<file path="src/lppd_pkg.sv">
// Shared types and constants for the length-prefixed packet deframer.
// No dependencies; every module of the block imports this package.
package lppd_pkg;

  localparam int unsigned HDR_BYTES     = 6;
  localparam logic [15:0] MAX_BODY_RST  = 16'd4096;
  localparam int unsigned PADDR_W       = 3;

  // Register index, taken from paddr[2]
  typedef enum logic {
    REG_MAX_BODY = 1'b0,
    REG_NONE     = 1'b1
  } lppd_reg_t;

  typedef enum logic [1:0] {
    ST_BODY      = 2'd0,
    ST_EMPTY     = 2'd1,
    ST_MALFORMED = 2'd2
  } lppd_status_t;

  typedef struct packed {
    lppd_status_t status;
    logic [15:0]  packet_opcode;
    logic [7:0]   body_byte;
    logic         last;
  } lppd_result_t;

  // Parser status seen by the top level
  typedef struct packed {
    logic failed;
    logic in_body;
  } lppd_ctl_t;

endpackage

</file>
<file path="src/lppd_parser.sv">
// Header/body parser: collects the six header bytes, checks the length and
// tags body bytes. Depends on lppd_pkg.
module lppd_parser (
  input  logic                  clk,
  input  logic                  rst_n,
  input  logic                  byte_fire,
  input  logic [7:0]            rx_byte,
  input  logic [15:0]           max_body,
  output logic                  res_valid,
  output lppd_pkg::lppd_result_t res,
  output lppd_pkg::lppd_ctl_t   ctl
);
  import lppd_pkg::*;

  logic [2:0]  hdr_cnt_r,  hdr_cnt_nxt;
  logic [39:0] hdr_shift_r, hdr_shift_nxt;
  logic [31:0] body_rem_r, body_rem_nxt;
  logic [15:0] opcode_r,   opcode_nxt;
  logic        in_body_r,  in_body_nxt;
  logic        failed_r,   failed_nxt;
  logic [31:0] hdr_len;
  logic [15:0] hdr_op;

  assign hdr_len = hdr_shift_r[31:0];
  assign hdr_op  = {rx_byte, hdr_shift_r[39:32]};

  always_comb begin
    hdr_cnt_nxt   = hdr_cnt_r;
    hdr_shift_nxt = hdr_shift_r;
    body_rem_nxt  = body_rem_r;
    opcode_nxt    = opcode_r;
    in_body_nxt   = in_body_r;
    failed_nxt    = failed_r;
    res_valid     = 1'b0;
    res           = '{status: ST_BODY, packet_opcode: opcode_r, body_byte: 8'd0, last: 1'b0};
    if (byte_fire && !failed_r) begin
      if (in_body_r) begin
        res_valid     = 1'b1;
        res.body_byte = rx_byte;
        res.last      = (body_rem_r <= 32'd1);
        if (body_rem_r <= 32'd1) begin
          body_rem_nxt = 32'd0;
          in_body_nxt  = 1'b0;
        end else begin
          body_rem_nxt = body_rem_r - 32'd1;
        end
      end else if (hdr_cnt_r != 3'(HDR_BYTES - 1)) begin
        hdr_shift_nxt[hdr_cnt_r*8 +: 8] = rx_byte;
        hdr_cnt_nxt = hdr_cnt_r + 3'd1;
      end else begin
        // Header complete: sample the limit now
        hdr_cnt_nxt       = 3'd0;
        hdr_shift_nxt     = '0;
        opcode_nxt        = hdr_op;
        res.packet_opcode = hdr_op;
        if (hdr_len > {16'd0, max_body}) begin
          failed_nxt = 1'b1;
          res_valid  = 1'b1;
          res.status = ST_MALFORMED;
          res.last   = 1'b1;
        end else if (hdr_len == 32'd0) begin
          res_valid  = 1'b1;
          res.status = ST_EMPTY;
          res.last   = 1'b1;
        end else begin
          body_rem_nxt = hdr_len;
          in_body_nxt  = 1'b1;
        end
      end
    end
  end

  always_ff @(posedge clk) begin
    if (!rst_n) begin
      hdr_cnt_r   <= '0;
      hdr_shift_r <= '0;
      body_rem_r  <= '0;
      opcode_r    <= '0;
      in_body_r   <= 1'b0;
      failed_r    <= 1'b0;
    end else begin
      hdr_cnt_r   <= hdr_cnt_nxt;
      hdr_shift_r <= hdr_shift_nxt;
      body_rem_r  <= body_rem_nxt;
      opcode_r    <= opcode_nxt;
      in_body_r   <= in_body_nxt;
      failed_r    <= failed_nxt;
    end
  end

  assign ctl = '{failed: failed_r, in_body: in_body_r};

endmodule

</file>
<file path="src/lppd_out_buf.sv">
// Result register with a skid stage so the input side keeps moving while
// a result waits. Depends on lppd_pkg.
module lppd_out_buf (
  input  logic                   clk,
  input  logic                   rst_n,
  input  logic                   push,
  input  lppd_pkg::lppd_result_t push_data,
  output logic                   space,
  output logic                   out_valid,
  input  logic                   out_ready,
  output lppd_pkg::lppd_result_t out_data
);
  import lppd_pkg::*;

  lppd_result_t main_r, skid_r;
  logic         main_v_r, skid_v_r;
  logic         pop;

  assign pop       = main_v_r && out_ready;
  assign space     = !skid_v_r;
  assign out_valid = main_v_r;
  assign out_data  = main_r;

  always_ff @(posedge clk) begin
    if (!rst_n) begin
      main_v_r <= 1'b0;
      skid_v_r <= 1'b0;
    end else if (skid_v_r) begin
      if (pop) begin
        main_v_r <= 1'b1;
        skid_v_r <= 1'b0;
      end
    end else if (push) begin
      if (!main_v_r || pop) main_v_r <= 1'b1;
      else                  skid_v_r <= 1'b1;
    end else if (pop) begin
      main_v_r <= 1'b0;
    end
  end

  always_ff @(posedge clk) begin
    if (skid_v_r) begin
      if (pop) main_r <= skid_r;
    end else if (push) begin
      // Load main if free or popping; else park in the skid stage
      if (!main_v_r || pop) main_r <= push_data;
      else                  skid_r <= push_data;
    end
  end

endmodule

</file>
<file path="src/length_prefixed_packet_deframer.sv">
// Top level of the length-prefixed packet deframer: APB register, parser and
// output buffer. Depends on lppd_pkg, lppd_parser and lppd_out_buf.
//
//  channel  | handshake          | payload
//  ---------+--------------------+-----------------------------------------------
//  in       | in_valid/in_ready  | in_rx_byte
//  out      | out_valid/out_ready| out_status, out_packet_opcode, out_body_byte,
//           |                    | out_last
//  config   | APB, pready high   | max_body_bytes at byte address 0
//
// One byte is taken per cycle while in_ready is high; every result is registered.
// in_ready drops only while both the result register and the skid stage hold
// results, i.e. after out_ready has been low for two results.
// Reset (synchronous, rst_n low) clears the parser and sets the limit to 4096.
// After a malformed header the block takes bytes and drops them until reset.
module length_prefixed_packet_deframer (
  input  logic        clk,
  input  logic        rst_n,
  input  logic        in_valid,
  output logic        in_ready,
  input  logic [7:0]  in_rx_byte,
  output logic        out_valid,
  input  logic        out_ready,
  output logic [1:0]  out_status,
  output logic [15:0] out_packet_opcode,
  output logic [7:0]  out_body_byte,
  output logic        out_last,
  input  logic        psel,
  input  logic        penable,
  input  logic        pwrite,
  input  logic [lppd_pkg::PADDR_W-1:0] paddr,
  input  logic [31:0] pwdata,
  output logic [31:0] prdata,
  output logic        pready
);
  import lppd_pkg::*;

  logic [15:0]  max_body_r;
  logic         in_fire;
  logic         res_valid;
  lppd_result_t res, out_res;
  lppd_ctl_t    ctl;
  lppd_reg_t    reg_sel;

  assign pready  = 1'b1;
  assign reg_sel = lppd_reg_t'(paddr[2]);

  always_ff @(posedge clk) begin
    if (!rst_n) begin
      max_body_r <= MAX_BODY_RST;
    end else if (psel && penable && pwrite && reg_sel == REG_MAX_BODY) begin
      max_body_r <= pwdata[15:0];
    end
  end

  always_comb begin
    unique case (reg_sel)
      REG_MAX_BODY: prdata = {16'd0, max_body_r};
      default:      prdata = 32'd0;
    endcase
  end

  assign in_fire = in_valid && in_ready;

  lppd_parser u_parser (
    .clk       (clk),
    .rst_n     (rst_n),
    .byte_fire (in_fire),
    .rx_byte   (in_rx_byte),
    .max_body  (max_body_r),
    .res_valid (res_valid),
    .res       (res),
    .ctl       (ctl)
  );

  lppd_out_buf u_out_buf (
    .clk       (clk),
    .rst_n     (rst_n),
    .push      (res_valid),
    .push_data (res),
    .space     (in_ready),
    .out_valid (out_valid),
    .out_ready (out_ready),
    .out_data  (out_res)
  );

  assign out_status        = out_res.status;
  assign out_packet_opcode = out_res.packet_opcode;
  assign out_body_byte     = out_res.body_byte;
  assign out_last          = out_res.last;

  // Dead block never produces a result
  a_failed_silent: assert property (@(posedge clk) disable iff (!rst_n)
    ctl.failed |-> !res_valid)
    else $error("result produced after malformed header");

  // A malformed result locks the parser
  a_malformed_locks: assert property (@(posedge clk) disable iff (!rst_n)
    res_valid && res.status == ST_MALFORMED |=> ctl.failed)
    else $error("parser not locked after malformed header");

  // Final body byte closes the body
  a_last_ends_body: assert property (@(posedge clk) disable iff (!rst_n)
    res_valid && res.status == ST_BODY && res.last |=> !ctl.in_body)
    else $error("body still open after last byte");

  // Back-pressure only with a result waiting
  a_stall_needs_output: assert property (@(posedge clk) disable iff (!rst_n)
    !in_ready |-> out_valid)
    else $error("input stalled with no result waiting");

endmodule

</file>
<file path="config.mk">
export PLATFORM = sky130hd
export DESIGN_NAME = length_prefixed_packet_deframer
export DESIGN_NICKNAME = d
export VERILOG_FILES = /design/src/lppd_pkg.sv /design/src/lppd_parser.sv /design/src/lppd_out_buf.sv /design/src/length_prefixed_packet_deframer.sv
export SDC_FILE = /design/constraint.sdc
export NUM_CORES = 1
export LEC_CHECK = 0
export BUFFER_PORTS_ARGS = -buffer_cell sky130_fd_sc_hd__buf_4
export CAP_MARGIN = 20
export CORE_MARGIN = 4
export CORE_UTILIZATION = 55
export CTS_BUF_LIST = sky130_fd_sc_hd__clkbuf_4 sky130_fd_sc_hd__clkbuf_8 sky130_fd_sc_hd__clkbuf_16
export DETAILED_ROUTE_END_ITERATION = 8
export PLACE_DENSITY = 0.73
export SYNTH_ARGS = -nofsm -noshare
export SYNTH_HDL_FRONTEND = slang
export SYNTH_SLANG_ARGS = --single-unit
</file>
<file path="constraint.sdc">
create_clock -name clk -period 4.6 [get_ports clk]
set_input_delay 0.46 -clock clk [delete_from_list [all_inputs] [get_ports clk]]
set_output_delay 0.46 -clock clk [all_outputs]
set_load 0.03 [all_outputs]
</file>
* Word level (Yosys, flattened, before mapping)
Cells that the tools add are included.
Storage, ports and cells: flip-flop bits (word level) 165, input bits 50, output and inout bits 62
Operators by class: add/subtract/negate cells 3, $lt $le $gt $ge 2, equality and inequality tests 6, shifts and indexed selects 2, muxes and demuxes 39, bitwise operators 5, reduce and logical (&&, ||, !) cells 21
Operators by type and width (number):
- 32-bit 2-to-1 mux | 5
- 27-bit 2-to-1 mux | 5
- 40-bit bitwise mux | 1
- 40-bit 2-to-1 mux | 1
- 8-bit by 34-bit variable shift with 40-bit output (first input constant) | 1
- 8-bit by 34-bit variable part select with 40-bit output | 1
- 18-bit 2-to-1 mux | 2
- 6-bit negator with 34-bit output | 1
- 32-bit by 16-bit greater-than comparator with 1-bit output | 1
- 32-bit by 1-bit less-or-equal comparator with 1-bit output (second input constant) | 1
- 32-bit logical NOT | 1
- 32-bit by 1-bit subtractor with 32-bit output (second input constant) | 1
- 1-bit 2-to-1 mux | 21
- 16-bit 2-to-1 mux | 1
- 3-bit AND reduction | 4
- 8-bit 2-to-1 mux | 1
- 4-bit AND reduction | 2
- 1-bit logical AND | 6
- 2-bit by 1-bit inequality test with 1-bit output (second input constant) | 3
- 2-bit nonzero test | 3
- 1-bit NOT | 5
- 3-bit by 1-bit adder with 3-bit output (second input constant) | 1
- 1-bit logical NOT | 3
- 3-bit 2-to-1 mux | 1
- 6 further kinds | 6

* Longest topological paths before layout
Gate-level depths: netlist (run 1).
word-level depth 9, mapped depth 11

* Cells and area by module
A second synthesis (run 1) with hierarchy kept.
Second synthesis, totals: cell total of the unflattened synthesis 839, area total of the unflattened synthesis 8166.6 um^2
Modules (own cells, without submodules):
- lppd_parser | times used 1, cells each 634, area an instance 5186.2 um^2
- lppd_out_buf | times used 1, cells each 98, area an instance 2062.0 um^2
- length_prefixed_packet_deframer | times used 1, cells each 107, area an instance 918.4 um^2

* Worst setup path after synthesis (run 1)
No wires, ideal clock.
path kind register to register, from register max_body_r[1], to register u_out_buf.skid_r[0] in the netlist's numbering (enable), setup time 0.445 ns, arrival 3.624 ns, slack 0.531 ns, stages on the path, launching flop included 9, buffers on the path 0, period minus slack after synthesis 4.069 ns, cell sequence dfxtp_1 > inv_1 > ha_1 > nor2b_1 > o211ai_1 > a2111o_1 > a41oi_1 > o31ai_1 > nor3_1
On the way: longest elaborated chain between the ends 6
Ends and longest elaborated chain:
- start: declaration | RTL line length_prefixed_packet_deframer.sv:38 | logic [15:0] max_body_r;
- start signal: assignment | RTL line length_prefixed_packet_deframer.sv:52 | max_body_r <= pwdata[15:0];
- 32-bit by 16-bit greater-than comparator with 1-bit output | RTL line lppd_parser.sv:56 | if (hdr_len > {16'd0, max_body}) begin
- 1-bit 2-to-1 mux | RTL line lppd_parser.sv:56
- 1-bit 2-to-1 mux | RTL line lppd_parser.sv:47 | end else if (hdr_cnt_r != 3'(HDR_BYTES - 1)) begin
- 1-bit 2-to-1 mux | RTL line lppd_parser.sv:37 | if (in_body_r) begin
- 1-bit 2-to-1 mux | RTL line lppd_parser.sv:36 | if (byte_fire && !failed_r) begin
- 3-bit AND reduction (no line)
- end signal: assignment | RTL line lppd_out_buf.sv:47 | else skid_r <= push_data;
- end: declaration | RTL line lppd_out_buf.sv:15 | lppd_result_t main_r, skid_r;
Every way passes these cells. A chain may end at the register's enable or synchronous reset.

* Worst setup path after layout (run 1)
from register max_body_r[15], to register u_out_buf.main_r, in the netlist u_out_buf.out_data[14] (enable)
On the way: longest elaborated chain between the ends 7
Ends and longest elaborated chain:
- 32-bit by 16-bit greater-than comparator with 1-bit output | RTL line lppd_parser.sv:56
- 1-bit 2-to-1 mux | RTL line lppd_parser.sv:56
- 1-bit 2-to-1 mux | RTL line lppd_parser.sv:47
- 1-bit 2-to-1 mux | RTL line lppd_parser.sv:37
- 1-bit 2-to-1 mux | RTL line lppd_parser.sv:36
- 2-bit nonzero test (no line)
- 3-bit AND reduction (no line)
- end signal: assignment | RTL line lppd_out_buf.sv:43 | if (pop) main_r <= skid_r;
- end signal: assignment | RTL line lppd_out_buf.sv:46 | if (!main_v_r || pop) main_r <= push_data;
- end: declaration | RTL line lppd_out_buf.sv:15
Every way passes these cells.

==> flow_metrics.env, run 1 <==
export IMPL_finalCritPeriodShare_pct=71.2
export IMPL_tightest_slew_ns=0.929
export IMPL_hp_class="primary input to flip-flop"
export IMPL_clkPwrFrac_pct=45.7
export IMPL_hold_ws_ns=0.254
export IMPL_die_area_mm2=0.0163
export IMPL_initial_utilization_pct=56.4
export IMPL_viasPerCell=6.12
export IMPL_cp_arrival_ns=3.43
export IMPL_crit_required_ns=4.75
export IMPL_syn2layout_area_growth_pct=15.1
export IMPL_drt_iter0_markers=611
export IMPL_coreArea_mm2=0.0139
export IMPL_pwr_share_comb_pct=5.6
export IMPL_cts_buffers=17
export IMPL_routedWlPerCell_um=18.6
export IMPL_die_w_um=127
export IMPL_place_congestion=0.903
export IMPL_setup_viol=0
export IMPL_clock_skew_ns=0.00977
export IMPL_layout_common_cells="dfxtp_1 (111), nor2_1 (87), buf_4 (84)"
export IMPL_n_antenna_cell=0
export IMPL_ys_dominant_reg_cell="dfxtp_1"
export IMPL_cts_setup_buffers=0
export IMPL_cts_resized=0
export IMPL_cts_tree="built"
export IMPL_numPortBuffers=76
export IMPL_rr_worst_depth=9
export IMPL_power_switching_w=0.000771
export IMPL_syn_area_mm2=0.00785
export IMPL_startpoint_type="flip-flop"
export IMPL_nets=960
export IMPL_postRouteAntennaNets=0
export IMPL_async_flop_share_pct=0
export IMPL_rows=43
export IMPL_grt_pass1_vias=6396
export IMPL_cellPowerDensity_mw_per_mm2=344
export IMPL_finalSetupTns_ns=0
export IMPL_power_frac_seq_pct=48.7
export IMPL_hold_depth=3
export IMPL_rsz0062_at_grt="no"
export IMPL_cap_viol_max_count=0
export IMPL_crit_type="flip-flop to flip-flop"
export IMPL_clkLatencyLatePin_ns=0.44
export IMPL_reg2reg_slack_ns=1.33
export IMPL_synth_edf_count=54
export IMPL_avgSynthCellArea_um2=9.44
export IMPL_fp_dieH_um=127
export IMPL_grt_use_total_pct=25.0
export IMPL_cts_sinks=165
export IMPL_irDropWorstVdd_mv=0.239
export IMPL_fillers=1165
export IMPL_clk_pin_slew_ns=0.07
export IMPL_switching_share_pct=24.8
export IMPL_antenna_found_initial=0
export IMPL_status="finished, final reports clean"
export IMPL_post_route_min_period_ns=3.27
export IMPL_cts_max_level=4
export IMPL_drv_slew=0
export IMPL_overflow=0
export IMPL_max_freq_mhz=306
export IMPL_grt_max_degree=55
export IMPL_cts_root_buf="clkbuf_16"
export IMPL_max_slew_margin_rel_pct=37.5
export IMPL_drt_first_pass_iters=5
export IMPL_pin_count=112
export IMPL_ys_ff_latch=165
export IMPL_yosysSeqAreaShare_pct=48.9
export IMPL_leakage_nw=3.60
export IMPL_grt_pass1_wl_mm=32.4
export IMPL_via_count=6603
export IMPL_syn_instance_count=832
export IMPL_path_max_fanout=27
export IMPL_hold_viol=0
export IMPL_ctsHoldBuffers=0
export IMPL_drc=0
export IMPL_layout_commonest_cell="dfxtp_1"
export IMPL_yosysUniqueCellTypes=63
export IMPL_dp_hpwl_mm=13.6
export IMPL_drive_gt1_share_pct=18.7
export IMPL_routed_wl_mm=20.0
export IMPL_cts_path_max_buffers=2
export IMPL_ys_warn_count=0
export IMPL_intPower_w=0.00234
export IMPL_end_kind="flip-flop"
worst paths after layout:
path / startpoint / endpoint
setup reg to reg: max_body_r[15] / u_out_buf.out_data[14]
hold reg to reg: max_body_r[5] / max_body_r[5]
hold / removal: pwdata[12] / max_body_r[12]
setup / recovery: max_body_r[15] / u_out_buf.out_data[14]
Yosys cell counts (16+ instances only):
master / n / area, um2
ha_1: 24 / 300
nor4_1: 18 / 113
buf_4: 20 / 150
nor3_1: 22 / 110
inv_1: 31 / 116
clkbuf_1: 31 / 116
edfxtp_1: 54 / 1620
a22oi_1: 27 / 203
nand2_1: 82 / 308
o211ai_1: 16 / 120
nand3_1: 30 / 150
dfxtp_1: 111 / 2220
and2_1: 21 / 131
nor2_1: 88 / 330
mux2_2: 32 / 360
a21oi_1: 65 / 325
power by group through the flow:
stage	registers [W]	logic (W)	clock network [W]
6_report	0.00152	0.000173	0.00142
5_1_grt	0.00152	0.000189	0.00151
4_1_cts	0.00151	0.000171	0.00145
3_5_place_dp	0.00155	0.000170	0
3_3_place_gp	0.00155	0.000164	0
2_1_floorplan	0.00154	0.000120	0
cells by family after synthesis:
| family | count (synthesis) | share of synthesized area [%] |
|---|---|---|
| multiplexers | 33 | 4.72 |
| adder cells (fa/ha/maj) | 24 | 3.82 |
| flip-flops | 165 | 48.9 |
| buffers and inverters | 97 | 5.90 |
| XOR/XNOR | 4 | 0.446 |
| other | 2 | 0.0956 |
| AO/OA/AOI/OAI | 187 | 15.9 |
| AND/OR/NAND/NOR | 320 | 20.1 |
area by class of cell:
cell class / count / area (um2) / share of cell area (%)
sequential: 165 / 3840 / 42.5
multi-input combinational: 585 / 3620 / 40.0
timing repair buffer: 84 / 631 / 6.98
clock buffer: 19 / 475 / 5.26
tap: 180 / 225 / 2.49
inverter: 33 / 124 / 1.37
clock inverter: 13 / 120 / 1.33
sequential cells by signal (all words and copies together) (netlist names):
| register | cells |
|---|---|
| u_parser.in_body_r | 1 |
| u_parser.hdr_cnt_r | 3 |
| u_out_buf.skid_r | 27 |
| u_out_buf.out_valid | 1 |
| max_body_r | 16 |
| u_parser.failed_r | 1 |
| u_parser.opcode_r | 16 |
| u_out_buf.out_data | 27 |
| u_parser.hdr_shift_r | 40 |
| u_out_buf.skid_v_r | 1 |
| u_parser.body_rem_r | 32 |
worst max-delay path, stage by stage, from the launching register on:
cell       delay [ns]
dfxtp_1          0.33
inv_1            0.08
ha_1             0.30
nand4_1          0.20
nor4_1           0.62
nor3b_1          0.27
a41oi_1          0.13
o31ai_1          0.67
a2bb2oi_2        0.11
buf_4            0.27
stage by stage:
stage | instances | cell area (um2) | setup WS, ns | total power, W | util, %
after floorplan | 847 | 7910 | 0.531 | 0.00166 | -
after global placement | 1047 | 8440 | 1.51 | 0.00171 | 60.6
after detailed placement | 1047 | 8440 | 1.39 | 0.00172 | 60.6
after CTS | 1079 | 9030 | 1.37 | 0.00313 | 64.8
after global routing | 1079 | 9030 | 1.10 | 0.00321 | 64.8
final | 1079 | 9030 | 1.33 | 0.00311 | 64.8
layer usage:
metal / track usage (%) / vias up / share of wire [%] / wire length (um)
met1: 33.5 / 3176 / 44 / 8720
met4: 10.2 / 0 / 2.5 / 499
met3: 5.31 / 35 / 7.5 / 1510
met5: 0 / - / 0 / 0
li1: - / 3104 / - / -
met2: 39.6 / 288 / 46 / 9300
(Power assumes the default switching activity.)
==> inputs of run 2 (changes only) <==
ABC_AREA = 1   (was not set)
clock period = 3.3 ns   (was 4.6 ns; I/O delays follow)
==> run 2 against run 1 <==
Sequential cell count unchanged. Setup slack got worse by 0.56 ns. Synthesized cell count increased by 31%. Wire length decreased by 7.4%. Highest routed layer unchanged.
==> flow_metrics.env, run 2 <==
export IMPL_cts_root_buf="clkbuf_16"
export IMPL_intPower_w=0.00339
export IMPL_regMostFlops="u_parser.hdr_shift_r"
export IMPL_setup_viol=0
export IMPL_worstHoldEndpoint="max_body_r[12]"
export IMPL_nets=1225
export IMPL_crit_type="flip-flop to flip-flop"
export IMPL_numPortBuffers=76
export IMPL_finalCritPeriodShare_pct=76.8
export IMPL_cts_sinks=165
export IMPL_syn_area_mm2=0.00853
export IMPL_grt_pass1_wl_mm=30.9
export IMPL_ys_dominant_reg_cell="dfxtp_1"
export IMPL_min_from="pwdata[12]"
export IMPL_regArea_mm2=0.00384
export IMPL_yosysSeqAreaShare_pct=45.1
export IMPL_clkLatencyLatePin_ns=0.44
export IMPL_max_freq_mhz=394
export IMPL_cap_viol_max_count=0
export IMPL_grt_pass1_vias=6363
export IMPL_busiest_layer="met2"
export IMPL_yosysUniqueCellTypes=45
export IMPL_post_route_min_period_ns=2.53
export IMPL_n_antenna_cell=0
export IMPL_place_congestion=0.890
export IMPL_reg_top3="u_parser.hdr_shift_r: 40 flops, u_parser.body_rem_r: 32 flops"
export IMPL_routedWlPerCell_um=13.7
export IMPL_cts_setup_buffers=0
export IMPL_layout_commonest_cell="nand2_1"
export IMPL_multi_input_area_mm2=0.00387
export IMPL_synth_top_cells_by_area="dfxtp_1 (26%), edfxtp_1 (19%), nand2_1 (9.9%), nor2_1 (7.7%), inv_1 (5.3%)"
export IMPL_initial_utilization_pct=56.1
export IMPL_leakage_nw=4.74
export IMPL_r2r_end="u_parser.body_rem_r[31]"
export IMPL_routed_wl_mm=18.5
export IMPL_clkPwrFrac_pct=45.8
export IMPL_die_w_um=133
export IMPL_gr_usage_met3_pct=4.56
export IMPL_power_w=0.00461
export IMPL_cts_buffers=17
export IMPL_crit_required_ns=3.63
export IMPL_fillers=1316
export IMPL_syn2layout_area_growth_pct=14.0
export IMPL_cts_tree="built"
export IMPL_layout_common_cells="nand2_1 (226), nor2_1 (176), inv_1 (119)"
export IMPL_switching_share_pct=26.5
export IMPL_overflow=0
export IMPL_power_switching_w=0.00122
export IMPL_largest_reg_flops=40
export IMPL_cellPowerDensity_mw_per_mm2=474
export IMPL_status="finished, final reports clean"
export IMPL_reg2reg_slack_ns=0.77
export IMPL_max_slew_margin_rel_pct=53.3
export IMPL_rsz0062_at_grt="no"
export IMPL_cts_resized=0
export IMPL_viasPerCell=5.11
export IMPL_postRouteAntennaNets=0
export IMPL_cts_path_max_buffers=2
export IMPL_synth_common_cells="nand2_1 (226), nor2_1 (176), inv_1 (120)"
export IMPL_end_kind="flip-flop"
export IMPL_avgSynthCellArea_um2=7.82
export IMPL_drive_gt1_share_pct=16.8
export IMPL_post_synth_top_count_cell="nand2_1"
export IMPL_hp_class="primary input to flip-flop"
export IMPL_grt_met1_usage_pct=29.4
export IMPL_rr_worst_depth=11
export IMPL_critPathLaunch="u_parser.hdr_shift_r[5]"
export IMPL_pwr_share_comb_pct=8.1
export IMPL_clock_skew_ns=0.00769
export IMPL_path_max_fanout=64
export IMPL_via_count=6913
export IMPL_finalSetupTns_ns=0
export IMPL_async_flop_share_pct=0
export IMPL_power_frac_seq_pct=46.1
export IMPL_grt_max_degree=65
export IMPL_pin_count=112
export IMPL_drt_iter0_markers=460
export IMPL_syn_instance_count=1090
export IMPL_rr_startpoint="u_parser.hdr_shift_r[5]"
export IMPL_ctsHoldBuffers=0
export IMPL_hold_viol=0
export IMPL_drt_first_pass_iters=5
export IMPL_grt_use_total_pct=21.7
export IMPL_rows=45
export IMPL_irDropWorstVdd_mv=0.383
export IMPL_die_area_mm2=0.0176
export IMPL_antenna_found_initial=0
export IMPL_tightest_slew_ns=0.700
export IMPL_startpoint_type="flip-flop"
export IMPL_yosys_area_top_type="dfxtp_1"
export IMPL_ys_ff_latch=165
export IMPL_cts_max_level=4
export IMPL_drc=0
export IMPL_dp_hpwl_mm=12.8
export IMPL_clk_pin_slew_ns=0.07
export IMPL_synth_edf_count=54
export IMPL_fp_dieH_um=133
export IMPL_cp_arrival_ns=2.86
export IMPL_coreArea_mm2=0.0152
export IMPL_hold_depth=3
export IMPL_ys_warn_count=0
export IMPL_drv_slew=0
export IMPL_netlist_area_leader_share_pct=26.1
export IMPL_grt_met2_usage_pct=35.3
-- run 2: kinds of logic after synthesis --
| logic type | synth area share, % |
|---|---|
| buf+inv | 10.3 |
| fa+ha+maj | 3.52 |
| flops | 45.1 |
| simple gates | 27.0 |
| other cells | 0.0881 |
| xor+xnor | 2.36 |
| compound gates | 11.7 |
-- run 2: per-stage QoR --
step                      hold slack (ns)  area (um2)  worst slack [ns]  cells  utilization, %
after floorplan                     0.438        8580             0.230   1105               -
after global placement              0.448        9080             0.871   1320            59.7
after detailed placement            0.458        9080             0.823   1320            59.7
after CTS                           0.105        9720             0.802   1352            63.9
after global routing                0.104        9720             0.539   1352            63.9
final                               0.112        9720             0.765   1352            63.9
-- run 2: layout make-up --
class	instances	share of cell area, %
Multi-Input combinational cell	752	39.8
Sequential cell	165	39.5
Timing Repair Buffer	85	6.56
Inverter	130	5.10
Clock buffer	17	4.38
Tap cell	188	2.42
Clock inverter	15	2.19
-- run 2: power by group through the flow --
stage / Sequential [W] / Clock, W / Combinational (W)
6_report: 0.00212 / 0.00211 / 0.000371
5_1_grt: 0.00213 / 0.00224 / 0.000415
4_1_cts: 0.00212 / 0.00213 / 0.000371
3_5_place_dp: 0.00217 / 0 / 0.000367
3_3_place_gp: 0.00217 / 0 / 0.000363
2_1_floorplan: 0.00216 / 0 / 0.000281
-- run 2: per-layer routing --
| layer | up-vias | part of all wire [%] |
|---|---|---|
| li1 | 3575 | - |
| met1 | 3154 | 47 |
| met2 | 159 | 47 |
| met3 | 25 | 4.4 |
| met4 | 0 | 1.6 |
| met5 | - | 0 |
-- run 2: worst max-delay path by stage --
stage                                          end  slack (ns)  cells after the start
after floorplan              u_out_buf.out_data[0]        0.23                     12
after global placement     u_parser.body_rem_r[31]        0.87                     11
after detailed placement   u_parser.body_rem_r[31]        0.82                     11
after CTS                  u_parser.body_rem_r[31]        0.80                     11
after global routing      u_parser.hdr_shift_r[17]        0.54                      9
final                      u_parser.body_rem_r[31]        0.77                     11
-- run 2: critical path: stages, from the launching register on --
cell,delay [ns]
dfxtp_1,0.45
ha_1,0.29
a21oi_1,0.15
nor2_1,0.05
nor2_1,0.08
nand2_1,0.08
nand2_1,0.07
nand3_1,0.17
nand3_2,0.16
nand3_4,0.51
a21oi_1,0.34
nor2_1,0.06
==> inputs of run 3 (changes only) <==
clock period = 2.45 ns   (was 3.3 ns; I/O delays follow)
==> run 3 against run 2 <==
Cell count increased by 1.1%. Wire length increased by 2.9%. Sequential cell count unchanged. Highest routed layer unchanged. Hold slack got worse by 0.070 ns. Design area increased by 1.6%. Setup slack got worse by 0.58 ns. Sequential power increased by 34%. Clock power increased by 21%. Global-route usage about the same. Critical path depth increased by 3. Register-to-register slack got worse by 0.58 ns. Largest power group unchanged.
==> flow_metrics.env, run 3 (synthesis gave the netlist of run 2 again) <==
export IMPL_status="finished, final reports clean"
export IMPL_crit_required_ns=2.59
export IMPL_grt_use_total_pct=21.7
export IMPL_crit_end="u_out_buf.out_data[26]"
export IMPL_cp_arrival_ns=2.41
export IMPL_crit_top_cell="nand2_1"
export IMPL_startpoint_type="flip-flop"
export IMPL_critPathLaunch="max_body_r[15]"
export IMPL_regMostFlops="u_parser.hdr_shift_r"
export IMPL_drv_slew=0
export IMPL_place_worst_setup_slack_ns=0.189
export IMPL_path_max_fanout=7
export IMPL_die_w_um=133
export IMPL_place_congestion=0.863
export IMPL_die_area_mm2=0.0176
export IMPL_clkLatencyLatePin_ns=0.43
export IMPL_power_frac_seq_pct=48.0
export IMPL_grt_pass1_wl_mm=31.4
export IMPL_coreArea_mm2=0.0152
export IMPL_hold_ws_ns=0.0415
export IMPL_pin_count=112
export IMPL_initial_utilization_pct=56.1
export IMPL_cellPowerDensity_mw_per_mm2=602
export IMPL_tightest_slew_ns=0.710
export IMPL_ctsHoldBuffers=0
export IMPL_rows=45
export IMPL_slowest_stage="dfxtp_1"
export IMPL_largest_reg_flops=40
export IMPL_reg_top3="u_parser.hdr_shift_r: 40 flops, u_parser.body_rem_r: 32 flops"
export IMPL_via_count=7008
export IMPL_post_route_min_period_ns=2.26
export IMPL_syn2layout_area_growth_pct=15.8
export IMPL_end_kind="flip-flop"
export IMPL_drc=0
export IMPL_max_slew_margin_rel_pct=52.6
export IMPL_dp_hpwl_mm=13.3
export IMPL_pwr_share_comb_pct=8.9
export IMPL_cts_root_buf="clkbuf_16"
export IMPL_overflow=0
export IMPL_power_switching_w=0.00158
export IMPL_clk_pin_slew_ns=0.07
export IMPL_critPathBufInv=4
export IMPL_cp_depth=14
export IMPL_n_antenna_cell=0
export IMPL_routedWlPerCell_um=14.0
export IMPL_leakage_nw=4.81
export IMPL_finalSetupTns_ns=0
export IMPL_nets=1240
export IMPL_hp_class="primary input to flip-flop"
export IMPL_drt_first_pass_iters=5
export IMPL_postRouteAntennaNets=0
export IMPL_grt_max_degree=65
export IMPL_rr_startpoint="max_body_r[15]"
export IMPL_cts_tree="built"
export IMPL_reg2reg_slack_ns=0.19
export IMPL_clkPwrFrac_pct=43.1
export IMPL_setup_viol=0
export IMPL_numPortBuffers=76
export IMPL_cap_viol_max_count=0
export IMPL_max_stage_delay_ns=0.31
export IMPL_routed_wl_mm=19.1
export IMPL_max_freq_mhz=442
export IMPL_switching_share_pct=26.6
export IMPL_antenna_found_initial=0
export IMPL_viasPerCell=5.13
export IMPL_intPower_w=0.00436
export IMPL_clock_skew_ns=0.0104
export IMPL_drt_iter0_markers=442
export IMPL_crit_type="flip-flop to flip-flop"
export IMPL_critPathTopFamily="simple AND/OR/NAND/NOR gates"
export IMPL_cts_max_level=4
export IMPL_r2r_end="u_out_buf.out_data[26]"
export IMPL_rr_worst_depth=14
export IMPL_crit_path_cell_trace="inv_1, ha_1, nand2_1, nor2_1, nand2_1, inv_1, nand2_1, nand3_2, nand2_2, nand3_1, nand2_2, a21oi_4, buf_12, clkbuf_16"
export IMPL_fillers=1313
export IMPL_setup_ws_ns=0.185
export IMPL_layout_common_cells="nand2_1 (223), nor2_1 (174), inv_1 (120)"
export IMPL_drive_gt1_share_pct=18.3
export IMPL_fp_dieH_um=133
export IMPL_grt_pass1_vias=6681
export IMPL_cts_path_max_buffers=2
export IMPL_rsz0062_at_grt="no"
export IMPL_layout_commonest_cell="nand2_1"
export IMPL_finalCritPeriodShare_pct=92.4
export IMPL_cts_buffers=17
export IMPL_hold_viol=0
export IMPL_cts_sinks=165
export IMPL_irDropWorstVdd_mv=0.478
==> run 3: power by group through the flow <==
stage	clock (W)	combinational, W	sequential [W]
6_report	0.00256	0.000527	0.00285
4_1_cts	0.00259	0.000518	0.00285
2_1_floorplan	0	0.000378	0.00291
5_1_grt	0.00270	0.000589	0.00286
3_5_place_dp	0	0.000515	0.00292
3_3_place_gp	0	0.000509	0.00291
==> run 3: worst min path at each step <==
stage / from / to / slack, ns / cells after the start
floorplan: pwdata[12] / max_body_r[12] / 0.38 / 2
global placement: u_parser.hdr_shift_r[35] / u_parser.hdr_shift_r[35] / 0.44 / 2
detailed placement: u_parser.hdr_shift_r[35] / u_parser.hdr_shift_r[35] / 0.46 / 2
CTS: pwdata[12] / max_body_r[12] / 0.04 / 3
global route: pwdata[12] / max_body_r[12] / 0.06 / 3
finish: pwdata[12] / max_body_r[12] / 0.04 / 3
==> run 3: tightest hold or removal path, stage by stage <==
cell      delay [ns]
buf_4           0.07
nand2_1         0.04
o211ai_1        0.07
==> run 3: metrics by stage <==
stage	instances	total power, W	instance area (um2)	util [%]
6_report	1367	0.00594	9880	65.0
5_1_grt	1367	0.00615	9880	65.0
4_1_cts	1361	0.00596	9760	64.2
3_5_place_dp	1329	0.00343	9200	60.5
3_3_place_gp	1329	0.00342	9200	60.5
2_1_floorplan	1105	0.00329	8600	-
==> run 3: metal layers <==
layer  share of wire [%]  global-route usage [%]  vias to the layer above  routed length (um)
li1                    -                       -                     3615                   -
met1                  46                    28.4                     3180                8730
met2                  47                    36.1                      186                9040
met3                 4.9                    4.11                       27                 941
met4                 1.9                    7.51                        0                 358
met5                   0                       0                        -                   0
==> run 3: final cells by class <==
cell class | count | area [um2] | share of cell area, %
Sequential cell | 165 | 3840 | 38.9
Tap cell | 188 | 235 | 2.38
Timing Repair Buffer | 100 | 840 | 8.50
Multi-Input combinational cell | 752 | 3890 | 39.4
Clock inverter | 14 | 134 | 1.36
Clock buffer | 18 | 433 | 4.38
Inverter | 130 | 495 | 5.02
==> run 3: timing repair <==
action                     4_1_cts  5_1_grt
setup endpoints to repair        0       53
gates resized for setup          0        6
setup buffers                    0        3
